File: src/rtl/m3ms_pkg.sv
package m3ms_pkg;

	localparam int SAMPLE_W = 20;
	localparam int SUM_W    = 32;
	localparam int WLEN_W   = 6;
	localparam int TAPS     = 3;

	localparam logic [WLEN_W-1:0] WLEN_RESET = 6'd21;

	// median ring slot codes
	localparam logic [1:0] SLOT_0 = 2'd0;
	localparam logic [1:0] SLOT_1 = 2'd1;
	localparam logic [1:0] SLOT_2 = 2'd2;

	typedef logic [SAMPLE_W-1:0] sample_t;
	typedef logic [SUM_W-1:0]    sum_t;

	// one item after the window memory read, handed to the accumulator
	typedef struct packed {
		logic    valid;
		sample_t filtered;
		sample_t sub;
		logic    ready;
	} stage_t;

	function automatic sample_t med3(input sample_t a, input sample_t b, input sample_t c);
		sample_t lo;
		sample_t hi;
		lo = (a < b) ? a : b;
		hi = (a < b) ? b : a;
		if (c <= lo) begin
			return lo;
		end else if (c >= hi) begin
			return hi;
		end
		return c;
	endfunction

endpackage

File: src/rtl/m3ms_median.sv
module m3ms_median (
	input  logic              clk,
	input  logic              arst_n,
	input  logic              acc,
	input  m3ms_pkg::sample_t sample,
	output m3ms_pkg::sample_t filtered
);
	import m3ms_pkg::*;

	sample_t    tap_q [TAPS];
	logic [1:0] slot_q;
	logic       full_q;

	sample_t    tap_new [TAPS];
	logic       full_new;

	// ring contents as they stand after this sample is stored
	always_comb begin
		for (int i = 0; i < TAPS; i++) begin
			tap_new[i] = (slot_q == 2'(i)) ? sample : tap_q[i];
		end
		full_new = full_q || (slot_q == SLOT_2);
		filtered = full_new ? med3(tap_new[0], tap_new[1], tap_new[2]) : sample;
	end

	// ring storage
	always_ff @(posedge clk) begin
		if (acc) begin
			for (int i = 0; i < TAPS; i++) begin
				tap_q[i] <= tap_new[i];
			end
		end
	end

	// ring pointer and fill flag
	always_ff @(posedge clk or negedge arst_n) begin
		if (!arst_n) begin
			slot_q <= SLOT_0;
			full_q <= 1'b0;
		end else if (acc) begin
			full_q <= full_new;
			unique case (slot_q)
				SLOT_0:  slot_q <= SLOT_1;
				SLOT_1:  slot_q <= SLOT_2;
				default: slot_q <= SLOT_0;
			endcase
		end
	end

endmodule

File: src/rtl/m3ms_window.sv
module m3ms_window #(
	parameter int MAX_WINDOW = 48
) (
	input  logic                         clk,
	input  logic                         arst_n,
	input  logic                         acc,
	input  logic                         take,
	input  m3ms_pkg::sample_t            filtered,
	input  logic [m3ms_pkg::WLEN_W-1:0]  wlen,
	output m3ms_pkg::stage_t             s1
);
	import m3ms_pkg::*;

	localparam int PTR_W = $clog2(MAX_WINDOW);
	localparam int LEN_W = $clog2(MAX_WINDOW + 1);
	localparam int CW0   = (LEN_W > WLEN_W) ? LEN_W : WLEN_W;
	localparam int CW    = (CW0 > PTR_W + 1) ? CW0 : PTR_W + 1;

	sample_t              mem_q [MAX_WINDOW];
	logic [MAX_WINDOW-1:0] vld_q;
	logic [PTR_W-1:0]     ptr_q;
	logic                 ready_q;

	logic                 valid_s1;
	sample_t              filt_s1;
	sample_t              rdata_s1;
	logic                 rvld_s1;
	logic                 same_s1;
	logic                 ready_s1;

	logic [CW-1:0]        len_eff;
	logic [CW-1:0]        inc;
	logic                 wrap;
	logic [PTR_W-1:0]     nxt;
	logic                 ready_new;

	// effective length and next slot
	always_comb begin
		if (wlen == '0) begin
			len_eff = CW'(1);
		end else if (CW'(wlen) > CW'(MAX_WINDOW)) begin
			len_eff = CW'(MAX_WINDOW);
		end else begin
			len_eff = CW'(wlen);
		end
		inc       = CW'(ptr_q) + CW'(1);
		wrap      = (inc >= len_eff);
		nxt       = wrap ? '0 : inc[PTR_W-1:0];
		ready_new = ready_q || wrap;
	end

	// window memory: write current slot, read the slot after it
	always_ff @(posedge clk) begin
		if (acc) begin
			mem_q[ptr_q] <= filtered;
			rdata_s1     <= mem_q[nxt];
		end
	end

	// stage payload
	always_ff @(posedge clk) begin
		if (acc) begin
			filt_s1  <= filtered;
			rvld_s1  <= vld_q[nxt];
			same_s1  <= (nxt == ptr_q);
			ready_s1 <= ready_new;
		end
	end

	// pointer, ready flag, entry valid bits and stage valid
	always_ff @(posedge clk or negedge arst_n) begin
		if (!arst_n) begin
			ptr_q    <= '0;
			ready_q  <= 1'b0;
			vld_q    <= '0;
			valid_s1 <= 1'b0;
		end else begin
			if (acc) begin
				ptr_q        <= nxt;
				ready_q      <= ready_new;
				vld_q[ptr_q] <= 1'b1;
			end
			if (acc) begin
				valid_s1 <= 1'b1;
			end else if (take) begin
				valid_s1 <= 1'b0;
			end
		end
	end

	// forward the own write when the slot read is the one just written
	always_comb begin
		s1.valid    = valid_s1;
		s1.filtered = filt_s1;
		s1.ready    = ready_s1;
		if (same_s1) begin
			s1.sub = filt_s1;
		end else if (rvld_s1) begin
			s1.sub = rdata_s1;
		end else begin
			s1.sub = '0;
		end
	end

endmodule

File: src/rtl/m3ms_sum.sv
module m3ms_sum (
	input  logic                       clk,
	input  logic                       arst_n,
	input  m3ms_pkg::stage_t           s1,
	input  logic                       m_axis_tready,
	output logic                       take,
	output logic                       m_axis_tvalid,
	output logic [55:0]                m_axis_tdata,
	output logic                       m_axis_tuser
);
	import m3ms_pkg::*;

	sum_t    sum_q;
	sum_t    sum_new;
	logic    out_valid_q;
	sample_t out_filt_q;
	sum_t    out_sum_q;
	logic    out_ready_q;

	assign take    = s1.valid && (!out_valid_q || m_axis_tready);
	assign sum_new = sum_q + SUM_W'(s1.filtered) - SUM_W'(s1.sub);

	// running sum and output valid
	always_ff @(posedge clk or negedge arst_n) begin
		if (!arst_n) begin
			sum_q       <= '0;
			out_valid_q <= 1'b0;
		end else if (take) begin
			sum_q       <= sum_new;
			out_valid_q <= 1'b1;
		end else if (m_axis_tready) begin
			out_valid_q <= 1'b0;
		end
	end

	// output payload register
	always_ff @(posedge clk) begin
		if (take) begin
			out_filt_q  <= s1.filtered;
			out_sum_q   <= sum_new;
			out_ready_q <= s1.ready;
		end
	end

	assign m_axis_tvalid = out_valid_q;
	assign m_axis_tdata  = {4'b0, out_sum_q, out_filt_q};
	assign m_axis_tuser  = out_ready_q;

endmodule

File: src/rtl/median3_moving_sum_filter.sv
// Median-of-three then moving-sum filter for pressure samples. One sample is
// taken per clock unless the output stalls, and one result leaves per
// sample; it is registered in the window stage and in the output register before
// it is offered. The rate of one sample per cycle is set by the read-modify-write
// of the running sum and the window memory, which writes the current slot and
// reads the following slot in the same cycle. The window memory needs no
// clearing pass: per-slot valid bits, cleared at reset, make an unwritten slot
// read as zero. window_length may be written only while no sample is in flight.
module median3_moving_sum_filter #(
	parameter int MAX_WINDOW = 48
) (
	input  logic                        clk,
	input  logic                        arst_n,
	input  logic                        s_axis_tvalid,
	output logic                        s_axis_tready,
	input  logic [23:0]                 s_axis_tdata,  // [19:0] pressure_sample
	output logic                        m_axis_tvalid,
	input  logic                        m_axis_tready,
	output logic [55:0]                 m_axis_tdata,  // [19:0] filtered_sample, [51:20] pressure_sum
	output logic                        m_axis_tuser,  // [0] window_ready
	input  logic                        cfg_valid,
	output logic                        cfg_ready,
	input  logic [m3ms_pkg::WLEN_W-1:0] cfg_data       // window_length
);
	import m3ms_pkg::*;

	logic [WLEN_W-1:0] wlen_q;
	logic              acc;
	logic              take;
	sample_t           filtered;
	stage_t            s1;

	assign cfg_ready     = 1'b1;
	assign s_axis_tready = !s1.valid || take;
	assign acc           = s_axis_tvalid && s_axis_tready;

	// window length register
	always_ff @(posedge clk or negedge arst_n) begin
		if (!arst_n) begin
			wlen_q <= WLEN_RESET;
		end else if (cfg_valid && cfg_ready) begin
			wlen_q <= cfg_data;
		end
	end

	m3ms_median u_median (
		.clk      (clk),
		.arst_n   (arst_n),
		.acc      (acc),
		.sample   (s_axis_tdata[SAMPLE_W-1:0]),
		.filtered (filtered)
	);

	m3ms_window #(
		.MAX_WINDOW (MAX_WINDOW)
	) u_window (
		.clk      (clk),
		.arst_n   (arst_n),
		.acc      (acc),
		.take     (take),
		.filtered (filtered),
		.wlen     (wlen_q),
		.s1       (s1)
	);

	m3ms_sum u_sum (
		.clk           (clk),
		.arst_n        (arst_n),
		.s1            (s1),
		.m_axis_tready (m_axis_tready),
		.take          (take),
		.m_axis_tvalid (m_axis_tvalid),
		.m_axis_tdata  (m_axis_tdata),
		.m_axis_tuser  (m_axis_tuser)
	);

endmodule

File: config.mk
export PLATFORM = sky130hd
export DESIGN_NAME = median3_moving_sum_filter
export DESIGN_NICKNAME = d
export VERILOG_FILES = /design/src/rtl/m3ms_pkg.sv /design/src/rtl/m3ms_median.sv /design/src/rtl/m3ms_window.sv /design/src/rtl/m3ms_sum.sv /design/src/rtl/median3_moving_sum_filter.sv
export SDC_FILE = /design/constraint.sdc
export NUM_CORES = 2
export LEC_CHECK = 0
export BUFFER_PORTS_ARGS = -buffer_cell sky130_fd_sc_hd__buf_2
export CORE_MARGIN = 3
export CORE_UTILIZATION = 50
export CTS_CLUSTER_DIAMETER = 30
export DETAILED_ROUTE_END_ITERATION = 10
export PLACE_DENSITY = 0.63
export SETUP_SLACK_MARGIN = 0.2
export SLEW_MARGIN = 20
export SYNTH_ARGS = -nofsm -noshare
export SYNTH_HDL_FRONTEND = slang
export SYNTH_HIERARCHICAL = 1
export SYNTH_SLANG_ARGS = --single-unit
File: constraint.sdc
create_clock -name clk -period 15.1 [get_ports clk]
set_input_delay 0.755 -clock clk [delete_from_list [all_inputs] [get_ports clk]]
set_output_delay 0.755 -clock clk [all_outputs]
set_load 0.02 [all_outputs]
Word-level counts from Yosys, hierarchy flattened
Memories as Yosys holds them, arrays and structs flattened. A register that Yosys moved wholly into a read port is not among the register bits.
Index checks and enable logic that the tools add are counted.
{"block": "word_totals", "reg_bits": 174, "ram_bits": 1020, "input_bits": 35, "output_inout_bits": 60, "wordCells": 73, "mem_count": 2}
{"block": "op_classes", "addsub": 3, "magnitude_cmp": 8, "eq_ne": 3, "muxes": 27, "bitwise_logic": 1, "n_reduce_logical": 13}
{"name": "u_window.mem_q", "depth": 48, "width": 20, "read_ports": 1, "rd_clocked_by_memory_dff": 1, "wr": 1, "line_no": "m3ms_window.sv:19", "source": "sample_t mem_q [MAX_WINDOW];"}
{"name": "u_median.tap_q", "depth": 3, "width": 20, "read_ports": 3, "rd_clocked_by_memory_dff": 0, "wr": 3, "line_no": "m3ms_median.sv:10", "source": "sample_t tap_q [TAPS];"}
{"operator": "20-bit two-way mux", "count": 11}
{"operator": "48-bit OR", "count": 1}
{"operator": "32-bit by 20-bit adder with 32-bit output", "count": 1}
{"operator": "32-bit by 20-bit subtractor with 32-bit output", "count": 1}
{"operator": "20-bit greater-or-equal comparator", "count": 1}
{"operator": "20-bit less-or-equal comparator", "count": 1}
{"operator": "20-bit less-than comparator", "count": 1}
{"operator": "6-bit two-way mux", "count": 3}
{"operator": "6-bit by 7-bit less-than comparator with 1-bit output (second input constant)", "count": 2}
{"operator": "1-bit two-way mux", "count": 10}
{"operator": "6-bit by 1-bit adder with 7-bit output (second input constant)", "count": 1}
{"operator": "7-bit by 6-bit greater-or-equal comparator with 1-bit output", "count": 1}
{"operator": "1-bit binary-select mux with 6-bit select", "count": 1}
{"operator": "1-bit demux with 6-bit select", "count": 1}
{"operator": "6-bit == test", "count": 1}
{"operator": "6-bit by 1-bit greater-or-equal comparator with 1-bit output (second input constant)", "count": 1}
{"operator": "6-bit > comparator (second input constant)", "count": 1}
{"operator": "6-bit logical NOT", "count": 1}
{"operator": "1-bit logical OR", "count": 4}
{"operator": "2-bit one-hot mux with 2 select lines", "count": 1}
{"operator": "2-bit nonzero test", "count": 2}
{"operator": "1-bit logical AND", "count": 3}
{"operator": "2-bit by 1-bit == test with 1-bit output (second input constant)", "count": 1}
{"operator": "2-bit == test (second input constant)", "count": 1}
{"operator": "other kinds (2)", "count": 3}

Logic depth before layout (Yosys ltp)
{"block": "logic_depth", "depth_word": 9, "mapped_depth": 25}

Cells and area by module
Netlist, hierarchy kept.
{"mod": "m3ms_window", "instances": 1, "cells_each": 2559, "area_per_inst_um2": 41558.6, "seq_area_each_um2": 31520.2}
{"mod": "m3ms_sum", "instances": 1, "cells_each": 514, "area_per_inst_um2": 5350.1, "seq_area_each_um2": 2417.3}
{"mod": "m3ms_median", "instances": 1, "cells_each": 509, "area_per_inst_um2": 5081.1, "seq_area_each_um2": 1876.8}
{"mod": "median3_moving_sum_filter", "instances": 1, "cells_each": 17, "area_per_inst_um2": 279.0, "seq_area_each_um2": 153.9}

Worst setup path before layout
No wires, ideal clock.
{"block": "synth_path", "kind": "input to register", "start": "in m_axis_tready", "end": "mem u_window/mem_q[17][0] (netlist bit), enable pin", "t_arrival_ps": 7696, "required_time_ps": 14676, "setup_slack_ps": 6980, "path_stages": 10, "path_cell_list": "nand2b_1 -> nand2_1 -> clkinv_1 -> clkbuf_1 -> nand2b_1 -> and2_1 -> nand2_1 -> nor3_1 -> nand2_1 -> nor3_1"}
{"block": "synth_between", "elab_chain_cells": 6}
{"element": "from (decl)", "line_no": "median3_moving_sum_filter.sv:18", "source": "input logic m_axis_tready,"}
{"element": "1-bit logical OR", "line_no": "m3ms_sum.sv:20", "source": "assign take = s1.valid && (!out_valid_q || m_axis_tready);"}
{"element": "1-bit logical AND", "line_no": "m3ms_sum.sv:20"}
{"element": "named net take", "line_no": "median3_moving_sum_filter.sv:29", "source": "logic take;"}
{"element": "1-bit logical OR", "line_no": "median3_moving_sum_filter.sv:34", "source": "assign s_axis_tready = !s1.valid || take;"}
{"element": "named net s_axis_tready", "line_no": "median3_moving_sum_filter.sv:15", "source": "output logic s_axis_tready,"}
{"element": "1-bit logical AND", "line_no": "median3_moving_sum_filter.sv:35", "source": "assign acc = s_axis_tvalid && s_axis_tready;"}
{"element": "named net acc", "line_no": "median3_moving_sum_filter.sv:28", "source": "logic acc;"}
{"element": "1-bit two-way mux", "line_no": "m3ms_window.sv:54", "source": "if (acc) begin"}
{"element": "1-bit two-way mux (not written as such)", "line_no": "m3ms_window.sv:55", "source": "mem_q[ptr_q] <= filtered;"}
{"element": "to (decl)", "line_no": "m3ms_window.sv:19"}
The timed path passes the listed nets, and every way through them passes these cells.

Worst setup path after layout
{"block": "layout_path", "start": "reg u_median.slot_q[1]", "end": "mem u_window/mem_q[7][11] (netlist bit), data pin"}
{"block": "layout_between", "elab_chain_cells": 9, "elab_cells_between_ends": 18, "cone_classes": "order compare: 3; eq/ne: 2; mux: 11; reduce/logical: 2"}
{"element": "from (decl)", "line_no": "m3ms_median.sv:11", "source": "logic [1:0] slot_q;"}
{"element": "from (signal assigned)", "line_no": "m3ms_median.sv:38", "source": "slot_q <= SLOT_0;"}
{"element": "from (signal assigned)", "line_no": "m3ms_median.sv:43", "source": "SLOT_0: slot_q <= SLOT_1;"}
{"element": "from (signal assigned)", "line_no": "m3ms_median.sv:44", "source": "SLOT_1: slot_q <= SLOT_2;"}
{"element": "2-bit by 1-bit == test with 1-bit output or 2-bit logical NOT (tied branches)", "line_no": "m3ms_median.sv:20", "source": "tap_new[i] = (slot_q == 2'(i)) ? sample : tap_q[i];"}
{"element": "20-bit two-way mux", "line_no": "m3ms_median.sv:20"}
{"element": "20-bit less-than comparator", "line_no": "m3ms_pkg.sv:29, m3ms_pkg.sv:30"}
{"element": "20-bit two-way mux", "line_no": "m3ms_pkg.sv:30", "source": "hi = (a < b) ? b : a;"}
{"element": "20-bit greater-or-equal comparator", "line_no": "m3ms_pkg.sv:33", "source": "end else if (c >= hi) begin"}
{"element": "1-bit two-way mux", "line_no": "m3ms_pkg.sv:33"}
{"element": "1-bit two-way mux", "line_no": "m3ms_pkg.sv:31", "source": "if (c <= lo) begin"}
{"element": "20-bit two-way mux", "line_no": "m3ms_pkg.sv:36", "source": "return c;"}
{"element": "20-bit two-way mux (*)", "line_no": "m3ms_median.sv:23", "source": "filtered = full_new ? med3(tap_new[0], tap_new[1], tap_new[2]) : sample;"}
{"element": "named net filtered[11]", "line_no": "median3_moving_sum_filter.sv:30", "source": "sample_t filtered;"}
The timed path passes the listed nets; every way through them passes the cells marked *. The select of a mux whose other input is x is not followed.

==> qor.csv <==
metric,value,unit
status,completed,
async_reset_ff_frac,0.08072,
relSlewSlack,0.2262,
grtUsageTotal,0.2470,
antenna_found_initial,1,
max_slew.worst_pin.slew,1.161,ns
die_w,329.3,microns
cp.arrival,9.42,ns
synth_edf_count,1116,
slowest_stage,a221oi_4,
avgSynthCellArea,14.52,sq um
totalWireLength,133.3,mm
cts_resized,0,
hpwl,76.90,mm
grt_max_degree,120,
finalNetCount,3976,
viasPerCell,5.882,
fmax,112.6,MHz
via_count,31710,
cts_made_buffers,228,
first_global_vias,31690,
slew_viol_final,0,
wl_per_cell,24.72,microns
layout-drive-gt1-share,0.2051,
antenna_left,0,
die_y,329.3,microns
route.met2.wl,62.39,mm
fillerInstances,7654,
cap_viol_max_count,0,
hold_viol_final,0,
hp-class,input pin to flip-flop,
clock_sinks,1214,
highest_layer,met4,
design.core.area,102800,sq um
whs,0.2218,ns
yosys-top-cells-area,"edfxtp_1 64%, mux2i_1 4.8%, dfrtp_1 4.5%",
syn_inst,3599,
remaining_drc_errors,0,
synth_area,52270,sq um
syn2layout_area_growth,20.06,%
htreeDepth,4,
grt_pass1_wl,199.8,mm
dieArea,108500,sq um
slowest_delay,0.92,ns
rows,117,
drtIter0Drc,2770,
ys_ff_latch,1214,
wl_met3,9.182,mm
start_kind,flip-flop,
io_pins,95,
timing.final.crit_period,8.885,ns
gp_congestion,0.8717,
criticalPathCategory,flip-flop to flip-flop,
crit_required,15.64,ns
cts_buffer_depth,3,
cts.clk_slew.worst_paths,0.05,ns
synth_top_cell_area_share,0.6411,
initial_utilization,0.5086,
yosys_warnings,6,
ys.flop_type,edfxtp_1,
fin_skew,0.03053,ns
drt-met1-wl,56.68,mm
rsz0062_at_grt,false,
io_buffers,85,
crit_buf_inv,4,
final-setup-viol-count,0,
yosysUniqueCellTypes,84,
ys_seq_area_frac,0.6881,
dr.pass1.iters,6,
yosysTopAreaCell,edfxtp_1,
cts_tree,built,
grt-ovfl-total,0,
crit_family,compound AO/OA/AOI/OAI gates,
cts_setup_buffers,0,
crit_chain,"nand2b_1, buf_4, mux2i_1, ha_1, a21oi_1, nor2_1, a211oi_1, o21ai_0, nor3_4, buf_4, o21ai_0, ha_1, nand4_1, nor3_1, a21boi_0, o31a_1, o21ai_0, xor2_2, buf_4, mux2i_1, a221oi_4, buf_4",
endpoint_kind,flip-flop,
clock_latency,0.80,ns
cp_max_fo,49,
cp_common_cell,buf_4,
cts-root-buf,clkbuf_16,
setup_tns,0,ns
period_share,0.5884,
## Yosys cell counts (8+ instances only)
cell type,number
a21o_1,21
a221oi_1,45
nor2_1,139
nand4_1,14
ha_1,97
mux2i_1,249
dfrtp_1,95
nor2b_1,30
a22o_1,21
buf_1,9
nand2_1,424
o21ai_0,131
nand3_1,49
a211oi_1,90
o21a_1,8
mux2_2,38
a31oi_1,26
a32oi_1,41
clkbuf_1,124
xor2_1,21
nand2b_1,8
a221o_1,20
inv_1,168
and3_1,24
fa_1,20
a22oi_1,20
xnor2_1,14
a21oi_1,178
nor3_1,38
o22ai_1,22
a221oi_2,20
or2_2,50
buf_2,56
edfxtp_1,1116
buf_4,11
mux4_2,61
## cells in the final DEF, fill, tap and decap left out, types with 20 or more instances in the layout
cell        count
clkinv_1       32
nand2_1       424
clkbuf_16     232
a21oi_1       178
a211oi_1       90
o22ai_1        22
a32oi_1        41
bufinv_16      30
mux2i_1       249
a221o_1        20
nor2_1         87
buf_2          84
clkinv_2       42
ha_1           97
nand3_1        49
or2_2          50
fa_1           20
a31oi_1        26
and3_1         24
o21ai_0       130
a22oi_1        20
a221oi_1       45
edfxtp_1     1116
a21o_1         21
a22o_1         21
dfrtp_1        94
clkbuf_1       30
nor3_1         35
clkinvlp_4     21
nor2_2         43
mux2_2         38
nor2b_1        30
inv_1         167
a221oi_4       20
mux4_2         61
buf_4         105
## per-layer routing
metal  track usage  vias up
li1              -    14230
met1        0.3426    16030
met2        0.3890     1221
met3       0.04285      238
met4        0.1032        0
met5             0        -
## final timing paths
check | start | endpoint | slack, ns | cells after the start
setup reg to reg | u_median/slot_q[1] | u_window/mem_q[7][11] | 6.22 | 22
hold / removal | cfg_data[4] | wlen_q[4] | 0.22 | 2
max in group asynchronous | arst_n | u_window/ptr_q[0] | 13.20 | 3
min in group asynchronous | arst_n | u_sum/sum_q[1] | 0.48 | 2
setup / recovery | u_median/slot_q[1] | u_window/mem_q[7][11] | 6.22 | 22
hold reg to reg | u_window/ready_s1 | u_sum/m_axis_tuser | 0.42 | 0
## metrics by stage
stage          std cells  worst slack, ns  utilization  cell area [sq um]
5_1_grt             5390            5.560       0.6106              62750
6_report            5392            6.215       0.6107              62760
4_1_cts             5390            6.187       0.6106              62750
3_5_place_dp        4961            6.234       0.5343              54910
2_1_floorplan       3602            6.980            -              52280
3_3_place_gp        4960            6.089       0.5342              54890
## area by class of cell
cell class	count	area, sq um	area share
Sequential cell	1214	35970	0.5732
Multi-Input combinational cell	2016	15320	0.2441
Antenna cell	2	5.005	0.00007975
Timing Repair Buffer	193	1274	0.02030
Clock inverter	164	1881	0.02997
Clock buffer	264	5946	0.09474
Tap cell	1368	1712	0.02727
Inverter	171	649.4	0.01035
## cell families (layout without fill, tap and decap cells)
kind of cell / after synthesis / in the layout / share of synthesized area
AOI/OAI and AO/OA: 698 / 698 / 0.09379
muxes: 354 / 354 / 0.08388
buffers and inverters: 372 / 792 / 0.02899
and+or+nand+nor: 805 / 805 / 0.06779
adders and majority gates: 118 / 118 / 0.03109
other: 2 / 7 / 0.0001437
xor gates and xnor gates: 36 / 36 / 0.006176
DFF: 1214 / 1214 / 0.6881
## timing repair
action	in CTS	in global routing
setup endpoints to repair	0	0
hold buffers	1	0
endpoints found under the hold margin	30	0
## flip-flops by register name, summed over array words and instances (netlist names)
name                 count
u_median/full_q          1
u_median/slot_q          2
u_median/tap_q          60
u_sum/m_axis_tuser       1
u_sum/m_axis_tvalid      1
u_sum/out_filt_q        20
u_sum/out_sum_q         32
u_sum/sum_q             32
u_window/filt_s1        20
u_window/mem_q         960
u_window/ptr_q           6
u_window/rdata_s1       20
u_window/ready_q         1
u_window/ready_s1        1
u_window/rvld_s1         1
u_window/same_s1         1
u_window/valid_s1        1
u_window/vld_q          48
wlen_q                   6
Power is left out: the tool's default activity adds up to more than one toggle a clock period on the data nets, which glitch-free logic cannot reach.
